$ cat config.mk
export PLATFORM = sky130hd
export DESIGN_NAME = xpr_ram
export DESIGN_NICKNAME = d
export VERILOG_FILES = /design/src/xpr_ram.sv
export SDC_FILE = /design/constraint.sdc
export NUM_CORES = 1
export LEC_CHECK = 0
export BUFFER_PORTS_ARGS = -buffer_cell sky130_fd_sc_hd__buf_2
export CAP_MARGIN = 20
export CORE_MARGIN = 1.5
export CORE_UTILIZATION = 44
export CTS_BUF_LIST = sky130_fd_sc_hd__clkbuf_4 sky130_fd_sc_hd__clkbuf_8 sky130_fd_sc_hd__clkbuf_16
export DETAILED_ROUTE_END_ITERATION = 6
export PLACE_DENSITY_LB_ADDON = 0.2
export SLEW_MARGIN = 20
export SYNTH_ARGS = -nofsm -noshare
export SYNTH_HDL_FRONTEND = slang
export SYNTH_SLANG_ARGS = --single-unit
$ cat constraint.sdc
create_clock -name clk -period 5 [get_ports clk]
set_input_delay 1 -clock clk [delete_from_list [all_inputs] [get_ports clk]]
set_output_delay 1 -clock clk [all_outputs]
set_load 0.02 [all_outputs]
$ cat src/xpr_ram.sv
// xpr_ram: generic single write, single read ram with registered read
// no dependencies

module xpr_ram #(
  parameter int WIDTH = 8,
  parameter int DEPTH = 16
) (
  input  logic                                 clk,
  input  logic                                 we,
  input  logic [(DEPTH > 1 ? $clog2(DEPTH) : 1)-1:0] waddr,
  input  logic [WIDTH-1:0]                     wdata,
  input  logic [(DEPTH > 1 ? $clog2(DEPTH) : 1)-1:0] raddr,
  output logic [WIDTH-1:0]                     rdata
);
  logic [WIDTH-1:0] mem [DEPTH];

  always_ff @(posedge clk) begin
    if (we) begin
      mem[waddr] <= wdata;
    end
    rdata <= mem[raddr];
  end
endmodule

==> flow_metrics.tcl <==
set metrics [dict create \
    end_kind "flip-flop" \
    path_class "input port to flip-flop" \
    synth_area_leaders "edfxtp_1 (75%), mux4_2 (7.9%), mux4_1 (7.1%)" \
    dpl.hpwl_um 5760 \
    die_w_um 111 \
    p_leak_uw 0.00199 \
    placedInstanceArea_um2 5400 \
    setup_slack_ps 2410 \
    rsz0062_at_grt "false" \
    start_kind "input port" \
    seq_area_frac_synth 0.778 \
    grt_pass1_vias 2353 \
    yosysTopAreaCellShare 0.747 \
    synth-async-reset-ratio 0 \
    synth_edf_count 128 \
    cap_violations 0 \
    cts.sinks 136 \
    htree_levels 4 \
    nets 285 \
    ys_ff_latch 136 \
    drive_above_1_share 0.271 \
    cts_tree "built" \
    cts.hold.buffers_added 0 \
    clk_path_buf_depth 2 \
    postSynthCellCount 229 \
    crit_family "buffers and inverters" \
    vias 2321 \
    worst_pin_slew_ps 1000 \
    io_pins 26 \
    critPathBufInv 2 \
    status "finished clean" \
    relSlewSlack 0.330 \
    path_cells "buf_2 > buf_4 > mux4_1 > a22oi_1 > nand2_1" \
    cts_setup_buffers 0 \
    overflow 0 \
    slew_violations 0 \
    synth_area_um2 5150 \
    worst_r2r_path_depth 3 \
    max_stage_delay_ps 610 \
    worst_path_max_delay_cell "mux4_1" \
    viasPerCell 5.49 \
    synth_nets 247 \
    finalHoldViolCount 0 \
    worst_ep_arrival_time_ps 2880 \
    worstHoldPathType "flip-flop to flip-flop" \
    clk_latency_ps 400 \
    coreArea_um2 11400 \
    hold-path-cell-count 3 \
    layout_common_cells "edfxtp_1 (128), buf_2 (25), mux4_2 (18), clkbuf_16 (17), a22oi_1 (16)" \
    setup_violations 0 \
    syn_to_final_growth_pct 15.7 \
    grt_pass1_wl_um 14600 \
    powerDensity_nw_per_um2 430 \
    synth_top_cell_by_area "edfxtp_1" \
    grt_usage 0.168 \
    die_h_um 111 \
    synth_cell_type_count 19 \
    tns_ps 0 \
    drt.antenna.violating_nets 0 \
    clk_pin_slew_ps 50 \
    cp_data_required_time_ps 5290 \
    min_period_over_period 0.518 \
    syn_area_per_cell_um2 22.5 \
    grt_max_degree 33 \
    antennaDiodeCount 0 \
    place.gp.congestion 0.675 \
    postRouteWirelength_um 9560 \
    ys.flop_type "edfxtp_1" \
    final_area_um2 5960 \
    dr.pass1.iters 4 \
    total_power_uw 2560 \
    post_drt_wl_per_cell_um 22.6 \
    dieArea_um2 12400 \
    drtIter0Drc 158 \
    post-route-util 0.522 \
    preCtsSetupSlack_ps 1940 \
    antenna_found_initial 0 \
    cts_buffers 17 \
    cp.depth 5 \
    clock.fmax_mhz 386 \
    skew_ps 11.8 \
    cts-root-buf "clkbuf_16" \
    start_util 0.451 \
    crit_fanout 21 \
    yosys_warnings 0 \
    final_common_cell "edfxtp_1" \
    irDropWorstVdd_mv 0.218 \
    nFillCells 929 \
    post-route-min-period_ps 2590 \
    rows 39 \
    drc 0 \
    cts_resized 0 \
    port_buffers 25 \
]
-- per-stage QoR --
step	hold WS, ps	cells
global route	704	423
CTS	670	423
floorplan	629	229
global placement	661	391
detailed placement	662	391
finish	667	423
-- worst paths after layout --
| kind | slack [ps] | start | endpoint |
|---|---|---|---|
| max | 2410 | raddr[0] | rdata[3] |
| min | 670 | mem[15][1] | rdata[1] |
| max reg2reg | 3580 | mem[9][4] | rdata[4] |
| min reg2reg | 670 | mem[15][1] | rdata[1] |
-- logic make-up (layout without fill, tap and decap cells) --
kind of cell,count (synthesis),in the layout,share of synthesized area
flops,136,136,0.778
simple gates,35,35,0.0318
mux,32,32,0.150
compound gates,16,16,0.0233
buf+inv,10,61,0.0168
-- sequential cells by signal (all words and copies together), names as in the netlist --
name   cells
mem      128
rdata      8
-- routing by layer --
metal / track usage / wire [um] / vias to the layer above
li1: - / - / 1049
met1: 0.244 / 4420 / 1202
met2: 0.248 / 4560 / 58
met3: 0.0416 / 434 / 12
met4: 0.0633 / 148 / 0
met5: 0 / 0 / -
-- synth_stat cells, types with 2 or more instances --
library cell     number
edfxtp_1            128
mux4_2               18
a22oi_1              16
mux4_1               14
nor2_1               13
nand2_1               9
dfxtp_1               8
nor3_1                4
buf_2                 3
buf_6                 3
clkdlybuf4s25_2       3
nand2b_1              2
nand3b_1              2
-- worst reg2reg max path, stage by stage (launching register included) --
cell and delay (ps):
edfxtp_1 350, mux4_1 520, a22oi_1 260, nand2_1 150
-- layout make-up --
type,count,area (um2),area share
well taps,143,179,0.0300
clock inverters,12,109,0.0183
multi-input cells,83,1060,0.178
repair buffers,29,155,0.0260
flip-flops and latches,136,4000,0.672
clock buffers,20,448,0.0752
-- power breakdown --
| group | total (uW) | internal, uW | switching (uW) |
|---|---|---|---|
| logic | 119 | 46.3 | 72.6 |
| registers | 1280 | 1280 | 6.17 |
| clock network | 1160 | 737 | 426 |
| total | 2560 | 2060 | 505 |
(Power assumes the default switching activity.)
