===== config.mk =====
export PLATFORM = sky130hd
export DESIGN_NAME = xpr_check
export DESIGN_NICKNAME = d
export VERILOG_FILES = /design/src/xpr_pkg.sv /design/src/xpr_check.sv
export SDC_FILE = /design/constraint.sdc
export NUM_CORES = 1
export LEC_CHECK = 0
export BUFFER_PORTS_ARGS = -buffer_cell sky130_fd_sc_hd__buf_4
export CAP_MARGIN = 20
export CORE_AREA = 3 3 40 42
export DETAILED_ROUTE_END_ITERATION = 8
export DIE_AREA = 0 0 43 45
export PLACE_DENSITY_LB_ADDON = 0.3
export SLEW_MARGIN = 20
export SYNTH_ARGS = -nofsm -noshare
export SYNTH_HDL_FRONTEND = slang
export SYNTH_SLANG_ARGS = --single-unit

===== constraint.sdc =====
create_clock -name vclk -period 5.4
set_input_delay 0.27 -clock vclk [all_inputs]
set_output_delay 0.27 -clock vclk [all_outputs]
set_load 0.05 [all_outputs]

===== src/xpr_pkg.sv =====
// xpr_pkg: shared types and codes of the xor parity packet recovery block
// no dependencies

package xpr_pkg;

  typedef enum logic [2:0] {
    CMD_DATA    = 3'd0,
    CMD_PARITY  = 3'd1,
    CMD_QUERY   = 3'd2,
    CMD_RECOVER = 3'd3,
    CMD_REMOVE  = 3'd4
  } xpr_cmd_t;

  typedef enum logic [1:0] {
    ST_OK    = 2'd0,
    ST_ERR   = 2'd1,
    ST_NOREC = 2'd2
  } xpr_status_t;

  typedef enum logic [2:0] {
    S_IDLE,
    S_SEARCH,
    S_EXEC,
    S_RESP,
    S_REC_PAR,
    S_REC_PKT,
    S_REC_FIN,
    S_REC_OUT
  } xpr_state_t;

  typedef struct packed {
    logic [2:0] command;
    logic [7:0] blk_id;
    logic [2:0] pkt_idx;
    logic [7:0] data_byte;
    logic       byte_last;
    logic [3:0] packet_total;
  } xpr_in_item_t;

  typedef struct packed {
    logic [1:0] status;
    logic       recoverable;
    logic [7:0] out_byte;
    logic [2:0] out_index;
    logic       out_last;
  } xpr_out_item_t;

  // verdict of the recoverability check
  typedef struct packed {
    logic       ok;
    logic       miss_valid;
    logic [2:0] miss_idx;
  } xpr_chk_t;

endpackage


===== src/xpr_check.sv =====
// xpr_check: decides whether a slot is complete or has one recoverable gap
// depends on xpr_pkg

module xpr_check #(
  parameter int PACKETS = 8
) (
  input  logic [PACKETS-1:0] bitmap,
  input  logic [3:0]         cnt,
  input  logic               seen,
  output xpr_pkg::xpr_chk_t  chk
);
  import xpr_pkg::*;

  logic [PACKETS-1:0] have;
  logic [PACKETS-1:0] gap;
  logic [3:0]         rc;
  logic [3:0]         gc;
  logic [2:0]         miss;
  logic               complete;
  logic               one_gap;

  always_comb begin
    rc   = '0;
    gc   = '0;
    miss = '0;
    for (int k = 0; k < PACKETS; k++) begin
      have[k] = bitmap[k] && (4'(k) < cnt);
      gap[k]  = !bitmap[k] && (4'(k) < cnt);
      rc      = rc + 4'(have[k]);
      gc      = gc + 4'(gap[k]);
      if (gap[k]) begin
        miss = 3'(k);
      end
    end
    complete       = (rc == cnt);
    one_gap        = ((rc + 4'd1) == cnt) && seen && (gc == 4'd1);
    chk.ok         = complete || one_gap;
    chk.miss_valid = !complete && one_gap;
    chk.miss_idx   = miss;
  end
endmodule


==> impl_metrics.yaml, run 1 <==
place:
  gp_congestion: 0.774
  placed_area_um2: 861
  io_buffers: 18
  dp_cells: 126
  dp_hpwl_um: 1380
grt:
  antenna_found_initial: 0
  grt_overflow: 0
  grt_pass1_wl_um: 2540
  grt_max_degree: 14
  grt_pass1_vias: 633
  track_usage: 0.166
layout:
  n_fill_cell: 120
  seq_area_um2: 0
  final_net_count: 141
  drive_gt1_frac: 0.225
  design_area_um2: 861
  post-route-util: 0.670
  n_sequential_cell: 0
  syn2layout_area_growth_pct: 17.8
  layout.cells.non_filler: 126
  clkbuf_count: 0
  mostFrequentLayoutCells: "inv_1 (18), buf_4 (18), nor2_1 (12), fa_1 (8), ha_1 (7)"
  n_antenna_cell: 0
yosys:
  synth_nets: 124
  seq_area_frac_synth: 0
  ys_types: 33
  yosys-top-cells-area: "fa_1 (22%), ha_1 (12%), inv_1 (9.2%)"
  synth_area_leader_cell: "fa_1"
  synthesis.area_um2: 731
  synth_area_per_cell_um2: 7.61
  synth_cells: 96
  synth_top_area_frac: 0.219
  synth_warnings: 0
sta:
  fmax_ghz: 0.198
  worst_slew_pin_slew_ns: 0.355
  tns_ns: 0
  final.period_utilization: 0.937
  slew_viol_final: 0
  finalHoldViolCount: 0
  setup_violations: 0
  min_period_ns: 5.06
  slew_headroom: 0.762
  rsz0062_at_grt: "no"
cts:
  post_cts_buffers: 0
  cts_hold_buf: 0
  ctsResizeCount: 0
power:
  p_total_uw: 213
  pwr-share-comb: 1.000
  power_density_mw_per_mm2: 247
  leakagePower_uw: 0.000411
  sequentialPowerShare: 0
  intPower_uw: 87.1
  netSwitchingFraction: 0.591
  clockPowerShare: 0
  vdd_drop_max_mv: 0.116
  netSwitchingPower_uw: 126
detailed_routing:
  drt_first_pass_iters: 4
  drt_first_iter_violations: 16
  ant_nets: 0
  post-route-drc-count: 0
  wl_per_cell_um: 11.8
  via_per_inst: 5.35
  wl_um: 1490
  vias: 674
worst_setup_path:
  crit_fanout: 10
  worstPathRequired_ns: 5.13
  startpoint_type: "primary input"
  arrival_ns: 4.79
  end_kind: "primary output"
  path_class: "primary input to primary output"
run:
  drv_cap: 0
die:
  dieArea_mm2: 0.00194
  placementRows: 13
  die_y_um: 45
  initial_core_util: 0.569
  io_pins: 18
  core_area_mm2: 0.00128
  die_w_um: 43
worst_hold_path:
  min_path_type: "primary input to primary output"
run_status:
  status: "complete, no violations"
## path summary, 6_finish.rpt
path  depth (start not counted)       from  slack, ns      to
max                          18     cnt[1]       0.34  chk[4]
min                           4  bitmap[6]       1.01  chk[0]
## Yosys cell counts, types with 2 or more instances
cell type / number
xor2_1: 2
nor3_1: 2
a31oi_1: 3
nand2_1: 2
nor2_1: 12
xor2_2: 2
xnor2_1: 3
ha_1: 7
and2_1: 2
nand3_1: 2
inv_1: 18
o21ai_0: 2
a21oi_1: 6
nor2b_1: 3
fa_1: 8
nand2b_1: 4
buf_2: 2
## cell type report
type | instances | area, µm² | area share
tap | 15 | 18.8 | 0.0218
multi-input combinational | 75 | 639 | 0.743
timing repair buffer | 18 | 135 | 0.157
inverter | 18 | 67.6 | 0.0785
## critical path, stage by stage
cell and delay, ns:
buf_4 0.15, or2_2 0.29, o31ai_1 0.33, fa_1 0.48, fa_1 0.54, inv_1 0.05
fa_1 0.53, ha_1 0.16, inv_1 0.05, fa_1 0.52, inv_1 0.07, ha_1 0.28
xnor2_1 0.18, nand2_2 0.09, nor4_4 0.30, a32oi_1 0.12, o211ai_2 0.14, buf_4 0.21
## cells by family (layout without fill, tap and decap cells)
family / count (synthesis) / in the layout / synth area share
simple gates: 33 / 33 / 0.252
buf+inv: 21 / 36 / 0.125
compound gates: 20 / 20 / 0.180
fa+ha+maj: 15 / 15 / 0.339
xor+xnor: 7 / 7 / 0.104
## power groups by stage
stage               Sequential [µW]  Combinational (µW)  Clock (µW)
floorplan                         0                 169           0
global placement                  0                 203           0
detailed placement                0                 215           0
CTS                               0                 215           0
global route                      0                 238           0
finish                            0                 213           0
## routing by layer
metal  track usage  part of all wire
met3       0.00398             0.050
met2         0.359              0.55
met5             0                 0
met4             0                 0
met1         0.189              0.39
## per-stage QoR
step,worst slack [ns],hold WS [ns]
floorplan,0.437,0.985
CTS,0.304,1.01
global route,0.0229,1.06
finish,0.342,1.01
detailed placement,0.319,1.01
global placement,0.426,1.00
(Power assumes the default switching activity.)
==> run 2, diff against run 1 <==
--- a/config.mk
+++ b/config.mk
@@ -8,7 +8,7 @@
 export BUFFER_PORTS_ARGS = -buffer_cell sky130_fd_sc_hd__buf_4
 export CAP_MARGIN = 20
-export CORE_AREA = 3 3 40 42
+export CORE_AREA = 2 2 39 41
 export DETAILED_ROUTE_END_ITERATION = 8
-export DIE_AREA = 0 0 43 45
+export DIE_AREA = 0 0 41 43
 export PLACE_DENSITY_LB_ADDON = 0.3
 export SLEW_MARGIN = 20
==> constraint.sdc (replaced) <==
create_clock -name vclk -period 5.4
set_input_delay 1.08 -clock vclk [all_inputs]
set_output_delay 1.08 -clock vclk [all_outputs]
set_load 0.05 [all_outputs]
==> run 2 against run 1 <==
The run now ends with negative setup slack left; utilization rose by 13 points; largest cell class unchanged; via count rose by 15%; cell area grew 28%; wire length up 34%; setup slack lost 1.2 ns.
==> impl_metrics.yaml, run 2 (synthesis results as in run 1) <==
run_status:
  status: "finished, violations left"
  violations: "negative setup slack"
detailed_routing:
  wl_um: 1990
  wl_per_cell_um: 13.5
  via_per_inst: 5.22
  drt_first_iter_violations: 26
  vias: 772
  ant_nets: 0
  drt_first_pass_iters: 4
  post-route-drc-count: 0
layout:
  n_fill_cell: 114
  final_common_cell: "buf_4"
  n_sequential_cell: 0
  multi_input_comb_area_um2: 707
  seq_area_um2: 0
  syn2layout_area_growth_pct: 50.9
  drive_gt1_frac: 0.424
  n_antenna_cell: 0
  clkbuf_count: 0
  final_net_count: 162
  mostFrequentLayoutCells: "buf_4 (36), inv_1 (16), nor2_1 (12), fa_1 (8), a21oi_1 (6)"
sta:
  final.period_utilization: 1.15
  finalHoldViolCount: 0
  rsz0062_at_grt: "yes"
  fmax_ghz: 0.161
  worst_slew_pin_slew_ns: 0.357
  slew_headroom: 0.760
  finalWorstSetupSlack_ns: -0.829
  min_period_ns: 6.23
  setup_violations: 2
  hold_slack_ns: 2.64
  slew_viol_final: 0
worst_hold_path:
  min_path_type: "primary input to primary output"
  hold_start: "bitmap[6]"
  whs_path_depth: 4
  min_to: "chk[0]"
power:
  pwr-share-comb: 1.000
  vdd_drop_max_mv: 0.143
  sequentialPowerShare: 0
  netSwitchingPower_uw: 153
  clockPowerShare: 0
  p_total_uw: 298
  netSwitchingFraction: 0.513
  intPower_uw: 145
  power_density_mw_per_mm2: 271
  leakagePower_uw: 0.000527
worst_setup_path:
  worstPathRequired_ns: 4.32
  arrival_ns: 5.15
  startpoint_type: "primary input"
  crit_fanout: 4
  end_kind: "primary output"
  path_class: "primary input to primary output"
grt:
  grt_pass1_vias: 786
  grt_use_met3: 0.00524
  grt_overflow: 0
  top_usage_layer: "met2"
  grt_pass1_wl_um: 3260
  grt_util_met2: 0.509
  grt_max_degree: 10
  grtUsageMet1: 0.309
  track_usage: 0.263
  antenna_found_initial: 0
die:
  initial_core_util: 0.528
  dieArea_mm2: 0.00176
  die_w_um: 41
  io_pins: 18
  core_area_mm2: 0.00138
  placementRows: 14
  die_y_um: 43
place:
  gp_congestion: 0.787
  dp_slack_ns: -1.00
  io_buffers: 18
  dp_hpwl_um: 1640
run:
  drv_cap: 0
run 2: power groups by stage:
stage | combinational (µW) | sequential, µW | clock (µW)
6_report | 298 | 0 | 0
5_1_grt | 325 | 0 | 0
4_1_cts | 291 | 0 | 0
3_5_place_dp | 262 | 0 | 0
3_3_place_gp | 250 | 0 | 0
2_1_floorplan | 179 | 0 | 0
run 2: timing repair:
action / in CTS / in global routing
hold buffers: 0 / 0
pin swaps: 9 / 0
setup buffers: 2 / 1
endpoints found under the setup margin: 2 / 2
resized for setup: 10 / 0
run 2: layer usage:
layer  vias up  wire, µm
met1       359       776
met2        23      1140
met4         0         8
met3         2        67
li1        388         -
met5         -         0
run 2: how the worst max path moves through the flow:
| stage | end | depth (start not counted) | slack, ns | from |
|---|---|---|---|---|
| finish | chk[4] | 18 | -0.83 | cnt[1] |
| global route | chk[4] | 18 | -0.98 | cnt[1] |
| CTS | chk[4] | 18 | -0.82 | cnt[1] |
| detailed placement | chk[4] | 18 | -1.0 | cnt[1] |
| global placement | chk[4] | 18 | -0.88 | cnt[1] |
| floorplan | chk[4] | 17 | -0.83 | cnt[1] |
run 2: worst max-delay path, stage by stage:
cell,delay (ns)
buf_6,0.10
or2_4,0.26
o31ai_4,0.20
fa_1,0.44
fa_1,0.49
inv_1,0.05
fa_1,0.48
ha_2,0.18
inv_2,0.04
fa_1,0.51
inv_2,0.06
ha_4,0.27
xnor2_2,0.10
nand2_2,0.08
nor4_4,0.34
a32oi_2,0.12
o211ai_4,0.17
buf_6,0.18
run 2: cell type report:
| type | instances | area share |
|---|---|---|
| Timing Repair Buffer | 39 | 0.279 |
| Multi-Input combinational cell | 75 | 0.641 |
| Tap cell | 16 | 0.0182 |
| Inverter | 18 | 0.0613 |
run 2: through the flow:
step / util / std cells / TNS (ns) / cell area [µm²]
3_5_place_dp: 0.749 / 145 / -1.87 / 1040
2_1_floorplan: - / 96 / -1.53 / 776
6_report: 0.797 / 148 / -1.63 / 1100
3_3_place_gp: 0.749 / 145 / -1.63 / 1040
4_1_cts: 0.791 / 147 / -1.60 / 1090
5_1_grt: 0.797 / 148 / -1.92 / 1100
